==> src/rtl/vertex_dedup_index_remap_assert.svh <==
// Assertion macros used by the vertex welding RTL
`ifndef VERTEX_DEDUP_INDEX_REMAP_ASSERT_SVH
`define VERTEX_DEDUP_INDEX_REMAP_ASSERT_SVH

// implication checked on every clock edge outside reset
`define VDR_ASSERT_IMP(label, ante, cons) \
  label: assert property (@(posedge clk_i) disable iff (!rst_ni) (ante) |-> (cons)) \
    else $error("assertion failed");

// next-cycle implication
`define VDR_ASSERT_NXT(label, ante, cons) \
  label: assert property (@(posedge clk_i) disable iff (!rst_ni) (ante) |=> (cons)) \
    else $error("assertion failed");

`endif

==> src/rtl/vdr_ram.sv <==
// -----------------------------------------------------------------------------
// vdr_ram
// Generic single-port-write RAM with one registered read port.
// -----------------------------------------------------------------------------
module vdr_ram #(
  parameter int unsigned Width = 8,
  parameter int unsigned Depth = 256
) (
  input  logic                     clk_i,
  input  logic                     we_i,
  input  logic [$clog2(Depth)-1:0] waddr_i,
  input  logic [Width-1:0]         wdata_i,
  input  logic [$clog2(Depth)-1:0] raddr_i,
  output logic [Width-1:0]         rdata_o
);
  logic [Width-1:0] mem [Depth];

  always_ff @(posedge clk_i) begin
    if (we_i) mem[waddr_i] <= wdata_i;
    rdata_o <= mem[raddr_i];
  end
endmodule

==> config.mk <==
export PLATFORM = sky130hd
export DESIGN_NAME = vdr_ram
export DESIGN_NICKNAME = d
export VERILOG_FILES = /design/src/rtl/vertex_dedup_index_remap_assert.svh /design/src/rtl/vdr_ram.sv
export SDC_FILE = /design/constraint.sdc
export NUM_CORES = 2
export LEC_CHECK = 0
export CAP_MARGIN = 40
export CORE_UTILIZATION = 42
export DETAILED_ROUTE_END_ITERATION = 12
export DONT_BUFFER_PORTS = 1
export GPL_ROUTABILITY_DRIVEN = 1
export PLACE_DENSITY_LB_ADDON = 0.3
export SKIP_CTS_REPAIR_TIMING = 1
export SLEW_MARGIN = 20
export SYNTH_ARGS = -nofsm -noshare
export SYNTH_HDL_FRONTEND = slang
export SYNTH_SLANG_ARGS = --single-unit
export TNS_END_PERCENT = 10
==> constraint.sdc <==
create_clock -name clk_i -period 2.45 [get_ports clk_i]
set_clock_uncertainty 0.05 [all_clocks]
set_input_delay 0.245 -clock clk_i [delete_from_list [all_inputs] [get_ports clk_i]]
set_output_delay 0.245 -clock clk_i [all_outputs]
set_load 0.05 [all_outputs]
==> impl_metrics.env <==
export IMPL_portBuffers=0
export IMPL_critPathRequiredTime_ns=3.15
export IMPL_grt_use_met1_pct=29.4
export IMPL_grt_first_pass_wirelength_um=284000
export IMPL_r2r_end="rdata_o[7]"
export IMPL_p_leak_nw=29.2
export IMPL_remaining_drc_errors=4
export IMPL_syn_cell_area_um2=79600
export IMPL_postSynth_asyncResetShare_pct=0
export IMPL_area_delta_synth_final_pct=15.8
export IMPL_synth_cell_types=55
export IMPL_via_per_inst=5.80
export IMPL_htreeDepth=4
export IMPL_dr_pass1_iters=10
export IMPL_layout_setup_ws_ns=-1.63
export IMPL_timing_max_cap_violations=0
export IMPL_grtUsageMet3_pct=3.89
export IMPL_cts_tree="done"
export IMPL_num_rows=159
export IMPL_seq_area_frac_synth_pct=77.5
export IMPL_worst_pin_slew_ns=3.23
export IMPL_synth_flop_cell="edfxtp_1"
export IMPL_final_cell_mix="edfxtp_1, buf_4, mux4_2"
export IMPL_nNetsFinal=4245
export IMPL_clock_latency_ns=0.86
export IMPL_ys_seq_elements=2056
export IMPL_wire_per_inst_um=29.4
export IMPL_period_share_pct=167
export IMPL_finalSetupTns_ns=-11.28
export IMPL_cts_root_buffer="clkbuf_16"
export IMPL_final_area_um2=92100
export IMPL_synth_nets=3759
export IMPL_grt_usage_pct=20.6
export IMPL_hold_ws_ns=-0.542
export IMPL_synth_edff_count=2048
export IMPL_place_ws_ns=-0.762
export IMPL_relSlewSlack_pct=-115
export IMPL_yosysTopAreaCell="edfxtp_1"
export IMPL_start_kind="input pin"
export IMPL_die_h_um=437
export IMPL_worst_path_max_fanout=446
export IMPL_yosysTopAreaCellShare_pct=77.3
export IMPL_antenna_found_initial=10
export IMPL_hold_path_startpoint="wdata_i[1]"
export IMPL_r2r_start="mem[203][7]"
export IMPL_start_util_pct=42.3
export IMPL_drtAntennaViolNets=0
export IMPL_path_clk_slew_ns=0.06
export IMPL_synth_area_leaders="edfxtp_1, mux4_2, mux2i_1"
export IMPL_path_class="in -> reg"
export IMPL_cts_sinks=2056
export IMPL_wirelength_um=202000
export IMPL_drtIter0Drc=4686
export IMPL_arrival_ns=4.78
export IMPL_finalHoldViolCount=1495
export IMPL_syn_area_per_cell_um2=21.3
export IMPL_grt_pass1_vias=39800
export IMPL_overflow=0
export IMPL_hold_path_class="in -> reg"
export IMPL_status="finished, violations left"
export IMPL_ios=34
export IMPL_fillers=15200
export IMPL_vias=40000
export IMPL_rrSetupSlack_ns=0.07
export IMPL_place_hpwl_um=110000
export IMPL_yosysWarnings=0
export IMPL_worstHoldEndpoint="mem[224][1]"
export IMPL_crit_path_end_kind="flop"
export IMPL_fin_crit_ns=4.08
export IMPL_grtUsageMet2_pct=32.9
export IMPL_clock_fmax_ghz=0.245
export IMPL_violations="DRC, hold timing, slew limit, setup timing"
export IMPL_coreArea_um2=188000
export IMPL_reg2reg_depth=6
export IMPL_drive_gt1_share_pct=29.0
export IMPL_multi_input_area_um2=16600
export IMPL_final_max_slew_viol_count=289
export IMPL_rsz0062_at_grt="true"
export IMPL_grt_max_degree=579
export IMPL_vdd_drop_max_mv=0.683
export IMPL_die_area_um2=191000
export IMPL_ff_latch_area_um2=61700
export IMPL_grt_busiest_layer="met2"
export IMPL_finalSetupViolCount=8
export IMPL_clock_path_buffers=3
export IMPL_gp_congestion=0.798
export IMPL_whs_path_depth=0
export IMPL_placed_area_um2=85200
export IMPL_synthCells=3733
export IMPL_chipWidth_um=437
export IMPL_cellPowerDensity_nw_per_um2=781
export IMPL_cts_made_buffers=201
export IMPL_final_common_cell="edfxtp_1"
metal layers:
layer / wire, um / share of wire, %
met5: 0 / 0
met4: 4390 / 2.2
met3: 16200 / 8.0
met2: 97400 / 48
met1: 84300 / 42
Yosys cell counts (all sizes together), types with 12 or more instances:
cell type,number
edfxtp,2048
mux4,456
nor2,282
mux2i,134
a22oi,133
buf,122
clkbuf,111
a21oi,96
o221ai,47
nand3,34
nand2,33
nor2b,31
o22ai,28
nor4,27
nor3,22
a211oi,16
a221oi,14
o21ai,12
final cells by class:
cell class | count | area share (%)
well taps | 2495 | 3.39
inverters | 2 | 0.00815
repair buffers | 516 | 4.67
clock inverters | 110 | 1.20
multi-input cells | 1442 | 18.0
flip-flops and latches | 2056 | 66.9
clock buffers | 260 | 5.77
diodes | 1 | 0.00272
cells by family (layout without fill, tap and decap cells):
kind of cell,count (synthesis),after routing,synth area share [%]
other,0,1,0
flip-flops,2056,2056,77.5
AND/OR/NAND/NOR,466,466,2.63
buffers and inverters,235,888,1.83
multiplexers,591,591,14.6
AO/OA/AOI/OAI,385,385,3.42
state kept, by name, summed over array words and instances, names as in the netlist:
register / cells
rdata_o: 8
mem: 2048
through the flow:
stage / cells / power, mW / util (%) / hold WS [ns]
finish: 6882 / 72.0 / 49.0 / -0.542
global route: 6881 / 73.7 / 49.0 / -0.590
CTS: 6853 / 72.0 / 48.7 / -0.553
detailed placement: 6483 / 42.1 / 45.3 / 0.355
global placement: 6475 / 42.0 / 45.3 / 0.349
floorplan: 3733 / 41.5 / - / 0.294
worst max path at each step:
stage,from,to
final,raddr_i[1],rdata_o[4]
after global routing,raddr_i[0],rdata_o[2]
after CTS,mem[211][5],rdata_o[5]
after floorplan,raddr_i[0],rdata_o[2]
after global placement,raddr_i[0],rdata_o[6]
after detailed placement,raddr_i[0],rdata_o[5]
where the power goes:
part,switching (mW),internal [mW],total (mW)
sequential,0.132,38.8,38.9
combinational,1.48,1.38,2.86
clock,13.3,16.9,30.2
total,14.9,57.1,72.0
worst max-delay path, cell delays in order:
cell and delay, ns:
or2b_1 1.10, buf_4 0.25, o221ai_1 0.28, o22ai_1 0.14
nor3_1 0.29, buf_4 0.20, nor4_1 0.06, clkdlybuf4s15_2 0.26
buf_4 0.17, nor4_1 0.23
(Power assumes the default switching activity.)
