<file path="src/rtl/vertex_dedup_index_remap_assert.svh">
// Assertion macros used by the vertex welding RTL
`ifndef VERTEX_DEDUP_INDEX_REMAP_ASSERT_SVH
`define VERTEX_DEDUP_INDEX_REMAP_ASSERT_SVH

// implication checked on every clock edge outside reset
`define VDR_ASSERT_IMP(label, ante, cons) \
  label: assert property (@(posedge clk_i) disable iff (!rst_ni) (ante) |-> (cons)) \
    else $error("assertion failed");

// next-cycle implication
`define VDR_ASSERT_NXT(label, ante, cons) \
  label: assert property (@(posedge clk_i) disable iff (!rst_ni) (ante) |=> (cons)) \
    else $error("assertion failed");

`endif

</file>
<file path="src/rtl/vdr_pkg.sv">
// -----------------------------------------------------------------------------
// vdr_pkg
// Types and constants for the vertex welding block.
// -----------------------------------------------------------------------------
package vdr_pkg;

  localparam int unsigned MaxVertices = 256;
  localparam int unsigned IdxW = $clog2(MaxVertices);
  localparam int unsigned CntW = IdxW + 1;

  localparam logic [1:0] ReqVertex = 2'd0;
  localparam logic [1:0] ReqIndex  = 2'd1;
  localparam logic [1:0] ReqClear  = 2'd2;
  localparam logic [1:0] ReqUnused = 2'd3;

  localparam logic [1:0] StatOk     = 2'd0;
  localparam logic [1:0] StatFull   = 2'd1;
  localparam logic [1:0] StatBadIdx = 2'd2;

  localparam logic [1:0] RegPosTol  = 2'd0;
  localparam logic [1:0] RegAttrTol = 2'd1;
  localparam logic [1:0] RegMask    = 2'd2;

  typedef struct packed {
    logic [1:0]         req_type;
    logic signed [31:0] pos_x;
    logic signed [31:0] pos_y;
    logic signed [31:0] pos_z;
    logic [47:0]        normal_packed;
    logic [31:0]        uv_packed;
    logic [31:0]        color_packed;
    logic [31:0]        bone_ids;
    logic [63:0]        bone_weights;
    logic [7:0]         old_index;
  } in_item_t;

  typedef struct packed {
    logic       kept;
    logic [7:0] new_index;
    logic [1:0] status;
  } out_item_t;

  // vertex attributes as stored per survivor
  typedef struct packed {
    logic [31:0] pos_x;
    logic [31:0] pos_y;
    logic [31:0] pos_z;
    logic [47:0] normal;
    logic [31:0] uv;
    logic [31:0] color;
    logic [31:0] bones;
    logic [63:0] weights;
  } vtx_t;

  typedef struct packed {
    logic [15:0] pos_tol;
    logic [11:0] attr_tol;
    logic [3:0]  mask;
  } cfg_t;

  // |a-b| <= tol on signed values of up to 33 bits, sign-extended to 34
  function automatic logic close_s(logic signed [32:0] a, logic signed [32:0] b,
                                   logic [15:0] tol);
    logic signed [33:0] d;
    d = {a[32], a} - {b[32], b};
    if (d[33]) d = -d;
    return d <= $signed({18'd0, tol});
  endfunction

  function automatic logic vtx_match(vtx_t s, vtx_t v, cfg_t c);
    logic ok;
    ok = close_s({s.pos_x[31], s.pos_x}, {v.pos_x[31], v.pos_x}, c.pos_tol) &&
         close_s({s.pos_y[31], s.pos_y}, {v.pos_y[31], v.pos_y}, c.pos_tol) &&
         close_s({s.pos_z[31], s.pos_z}, {v.pos_z[31], v.pos_z}, c.pos_tol);
    if (c.mask[0]) begin
      for (int k = 0; k < 3; k++) begin
        ok &= close_s({{17{s.normal[16*k+15]}}, s.normal[16*k +: 16]},
                      {{17{v.normal[16*k+15]}}, v.normal[16*k +: 16]},
                      {4'd0, c.attr_tol});
      end
    end
    if (c.mask[1]) begin
      for (int k = 0; k < 2; k++) begin
        ok &= close_s({17'd0, s.uv[16*k +: 16]}, {17'd0, v.uv[16*k +: 16]},
                      {4'd0, c.attr_tol});
      end
    end
    if (c.mask[2]) begin
      for (int k = 0; k < 4; k++) begin
        ok &= close_s({25'd0, s.color[8*k +: 8]}, {25'd0, v.color[8*k +: 8]},
                      {4'd0, c.attr_tol});
      end
    end
    if (c.mask[3]) begin
      ok &= (s.bones == v.bones);
      for (int k = 0; k < 4; k++) begin
        ok &= close_s({17'd0, s.weights[16*k +: 16]}, {17'd0, v.weights[16*k +: 16]},
                      {4'd0, c.attr_tol});
      end
    end
    return ok;
  endfunction

endpackage

</file>
<file path="src/rtl/vdr_cell.sv">
// -----------------------------------------------------------------------------
// vdr_cell
// One survivor slot: holds a vertex, compares the passing probe against it and
// forwards the probe to its neighbor.
// -----------------------------------------------------------------------------
module vdr_cell import vdr_pkg::*; (
  input  logic clk_i,
  input  logic rst_ni,
  input  logic clear_i,
  input  logic load_i,
  input  vtx_t load_vtx_i,
  input  cfg_t cfg_i,
  input  logic probe_vld_i,
  input  vtx_t probe_i,
  input  logic hit_i,
  input  logic [IdxW-1:0] hit_idx_i,
  input  logic [IdxW-1:0] my_idx_i,
  output logic probe_vld_o,
  output vtx_t probe_o,
  output logic hit_o,
  output logic [IdxW-1:0] hit_idx_o
);
  vtx_t slot_q;
  logic full_q;
  logic m;

  assign m = full_q && vtx_match(slot_q, probe_i, cfg_i);

  always_ff @(posedge clk_i or negedge rst_ni) begin
    if (!rst_ni) begin
      full_q <= 1'b0;
      probe_vld_o <= 1'b0;
    end else begin
      if (clear_i) full_q <= 1'b0;
      else if (load_i) full_q <= 1'b1;
      probe_vld_o <= probe_vld_i && !clear_i;
    end
  end

  always_ff @(posedge clk_i) begin
    if (load_i) slot_q <= load_vtx_i;
    probe_o <= probe_i;
    hit_o <= hit_i || m;
    hit_idx_o <= hit_i ? hit_idx_i : my_idx_i;
  end
endmodule

</file>
<file path="config.mk">
export PLATFORM = sky130hd
export DESIGN_NAME = vdr_cell
export DESIGN_NICKNAME = d
export VERILOG_FILES = /design/src/rtl/vertex_dedup_index_remap_assert.svh /design/src/rtl/vdr_pkg.sv /design/src/rtl/vdr_cell.sv
export SDC_FILE = /design/constraint.sdc
export NUM_CORES = 2
export LEC_CHECK = 0
export BUFFER_PORTS_ARGS = -buffer_cell sky130_fd_sc_hd__buf_2
export CORE_MARGIN = 3
export CORE_UTILIZATION = 30
export CTS_CLUSTER_DIAMETER = 100
export DETAILED_ROUTE_END_ITERATION = 8
export PLACE_DENSITY = 0.51
export SKIP_LAST_GASP = 1
export SYNTH_ARGS = -nofsm -noshare
export SYNTH_HDL_FRONTEND = slang
export SYNTH_SLANG_ARGS = --single-unit
</file>
<file path="constraint.sdc">
create_clock -name clk_i -period 7.6 [get_ports clk_i]
set_clock_uncertainty 0.15 [all_clocks]
set_input_delay 1.52 -clock clk_i [delete_from_list [all_inputs] [get_ports clk_i]]
set_output_delay 1.52 -clock clk_i [all_outputs]
set_load 0.01 [all_outputs]
</file>
==> run metrics <==
Hold Path Cell Cnt=2; Hold Crit Endpoint=full_q; Peak supply drop=around 0.00017 V; initial antenna violation count=56; RD Place Congestion=roughly 0.88; worst slew pin tran=1.04 ns; Worst path slowest cell=a2111oi_2; PortBufs=slightly below 1k; setup TNS=0 ns; cell mode on critical path=a21oi_1; Die W=roughly 380 µm; status=finished, final reports clean; GRT Total Usage=between 20% and 30%; PwrDens=231 nW/µm²; first-pass GRT wire length=221000 µm; Final Cell Area=a little over 50000 µm²; fin crit period=between 7 and 8 ns; leading cell type in the layout, fill and taps excluded=buf_2; Reg clk slew, reported paths=roughly 0.060 ns; Vias/cell=roughly 5; PnR worst setup slack=0.562 ns; largest net degree at the start of global routing=about 120; post-cts resize count=0; RR Startpoint=slot_q[120]; number of max-cap violations=0; gr ovfl total=0; chip height=between 300 and 400 µm; DRC Markers=0; area of the die=around 140000 µm²; Slew headroom=29.7%; Crit path required time=just over 8 ns; Area growth syn-to-layout=23.6%; CTS Buf Count=75; Warnings, synthesis=0; count of final setup violators=0; crit-path max cell delay=approximately 0.75 ns; most used flip-flop cell after synthesis=dfxtp_1; syn_area_per_cell=between 9 and 10 µm²; Skew-Pair Late Insertion Delay=~0.67 ns; Post-synth ARST share=0.323%; R2R setup slack=~1.1 ns; core footprint=136000 µm²; Nets=between 6k and 7k; FF-to-FF End=hit_o; fin. max-slew vios=0; vias in the first global route=35.7k; row count=~140; Critical Path Sink Type=flip-flop; layout cells sized above 1=roughly 22%; Placement Setup Slack=-0.308 ns; Reg2Reg Depth=27; Mapped Area=between 40000 and 50000 µm²; Critical Path Fanout Max=15; Hold WC Path Type=flip-flop to flip-flop; Final Hold Vio Count=0; Sinks on Clock Net=619; clk buf depth=3; WP buf/inv=2; I/O Pins=between 900 and 1k; Tcrit/Tclk final=92.6%; synth unique cells=a little over 90; Worst path top cell family by delay=compound AO/OA/AOI/OAI gates; HPWL Detailed=around 130000 µm; most frequent cells in the layout=buf_2, ha_1, inv_1; Final Total Pwr=~12 mW; Yosys reg bits=~620; RSZ-0062 raised after global routing=no; hold buffers post-CTS=0; total wire length=152000 µm; wire per inst=20.8 µm; H-tree level count=3; WP data arrival=between 7 and 8 ns; EDFF count, synth=just over 300; CTS tree=built; Post-Synthesis Cells=~4.4k; Setup Fix Bufs, Post-CTS=0; Starting Density=between 30% and 40%; Placed Area=48700 µm²; CP startpoint kind=input port; critical path class=input port to flip-flop; P_leak=23.1 nW; Fillers=roughly 14k; vias=37.2k; total iterations of the first detailed-routing run=5; antenna-violating nets left=0; Clock Tree Root=clkbuf_16; sequential fraction of the synthesis area=between 30% and 40%; Hold Startpoint=full_q; f_max=142 MHz; 1st-iter DRT viols=2395
[Yosys cell counts (14+ instances only)]
| cell type | n | area share [%] |
|---|---|---|
| clkbuf_1 | 73 | 0.66 |
| nor3_1 | 105 | 1.3 |
| or4_1 | 16 | 0.29 |
| a21oi_1 | 335 | 4.0 |
| nand3b_1 | 21 | 0.38 |
| a221oi_1 | 16 | 0.34 |
| nand2_1 | 246 | 2.2 |
| nand2b_1 | 39 | 0.59 |
| a21o_1 | 118 | 2.1 |
| a21boi_0 | 17 | 0.31 |
| nor3b_1 | 17 | 0.31 |
| o31ai_1 | 35 | 0.63 |
| edfxtp_1 | 304 | 22 |
| nand4_1 | 86 | 1.3 |
| inv_1 | 418 | 3.8 |
| o21ai_0 | 225 | 2.7 |
| or3_1 | 41 | 0.62 |
| fa_1 | 16 | 0.77 |
| and4_1 | 15 | 0.32 |
| xor2_1 | 112 | 2.4 |
| nor4_1 | 43 | 0.65 |
| o2111ai_1 | 18 | 0.38 |
| nor2b_1 | 64 | 0.97 |
| xnor2_1 | 275 | 5.8 |
| ha_1 | 492 | 15 |
| o211ai_1 | 47 | 0.85 |
| and3_1 | 39 | 0.59 |
| or2_2 | 26 | 0.39 |
| o21a_1 | 49 | 0.89 |
| a31oi_1 | 32 | 0.48 |
| mux2i_1 | 14 | 0.34 |
| o22ai_1 | 17 | 0.26 |
| o21bai_1 | 34 | 0.62 |
| nor2_1 | 299 | 2.7 |
| mux2_2 | 18 | 0.49 |
| a211oi_1 | 48 | 0.87 |
| dfxtp_1 | 313 | 15 |
| and2_1 | 26 | 0.39 |
| nand3_1 | 93 | 1.1 |
[state kept, by name, summed over array words and instances (netlist names)]
| register | count |
|---|---|
| slot_q | 304 |
| hit_o | 1 |
| full_q | 1 |
| hit_idx_o | 8 |
| probe_o | 304 |
| probe_vld_o | 1 |
[power breakdown]
part / total, mW / internal, mW / switching (mW)
clock network: 3.56 / 2.02 / 1.54
registers: 3.84 / 3.74 / 0.0950
logic: 4.43 / 1.84 / 2.59
total: 11.8 / 7.60 / 4.23
[worst max path at each step]
stage | depth (start not counted) | from | endpoint
after floorplan | 26 | probe_i[272] | hit_o
after global placement | 26 | probe_i[176] | hit_o
after detailed placement | 26 | probe_i[176] | hit_o
after CTS | 26 | probe_i[176] | hit_o
after global routing | 26 | probe_i[176] | hit_o
final | 26 | probe_i[176] | hit_o
[worst register-to-register path: cells and delay by family (launching register included)]
| kind | cells | cell delay [ns] |
|---|---|---|
| buf+inv | 3 | 0.33 |
| fa+ha+maj | 3 | 0.84 |
| simple gates | 6 | 1.71 |
| compound gates | 14 | 2.84 |
| flops | 1 | 0.36 |
| xor+xnor | 1 | 0.19 |
[per-stage QoR]
stage	hold slack [ns]	std cells	util [%]
CTS	0.423	7303	37.5
global route	0.431	7313	37.5
detailed placement	0.444	7166	35.7
floorplan	0.322	4437	-
finish	0.445	7323	37.5
global placement	0.433	7166	35.7
[cells by family (layout without fill, tap and decap cells)]
| logic type | after synthesis | after routing | share of synthesized area [%] |
|---|---|---|---|
| AOI/OAI and AO/OA | 1165 | 1165 | 18.4 |
| xor gates and xnor gates | 387 | 387 | 8.19 |
| adders and majority gates | 508 | 508 | 15.6 |
| buffers and inverters | 497 | 1582 | 4.53 |
| DFF | 619 | 619 | 37.3 |
| muxes | 32 | 32 | 0.828 |
| other | 1 | 32 | 0.00906 |
| and+or+nand+nor | 1217 | 1217 | 15.1 |
[routing by layer]
metal	global-route usage [%]	wire, µm
met5	0	239
met4	4.36	2960
met3	4.54	10400
met2	34.1	71300
met1	26.6	67100
[final cells by class]
cell class | instances | area, µm² | area share, %
multi-input cells | 3321 | 24100 | 47.2
flip-flops and latches | 619 | 15400 | 30.2
inverters | 418 | 1570 | 3.07
well taps | 1781 | 2230 | 4.36
clock inverters | 43 | 389 | 0.761
repair buffers | 1027 | 5310 | 10.4
diodes | 20 | 50.0 | 0.0978
clock buffers | 94 | 2020 | 3.95
Note: power is estimated with default switching activity, not from simulation.
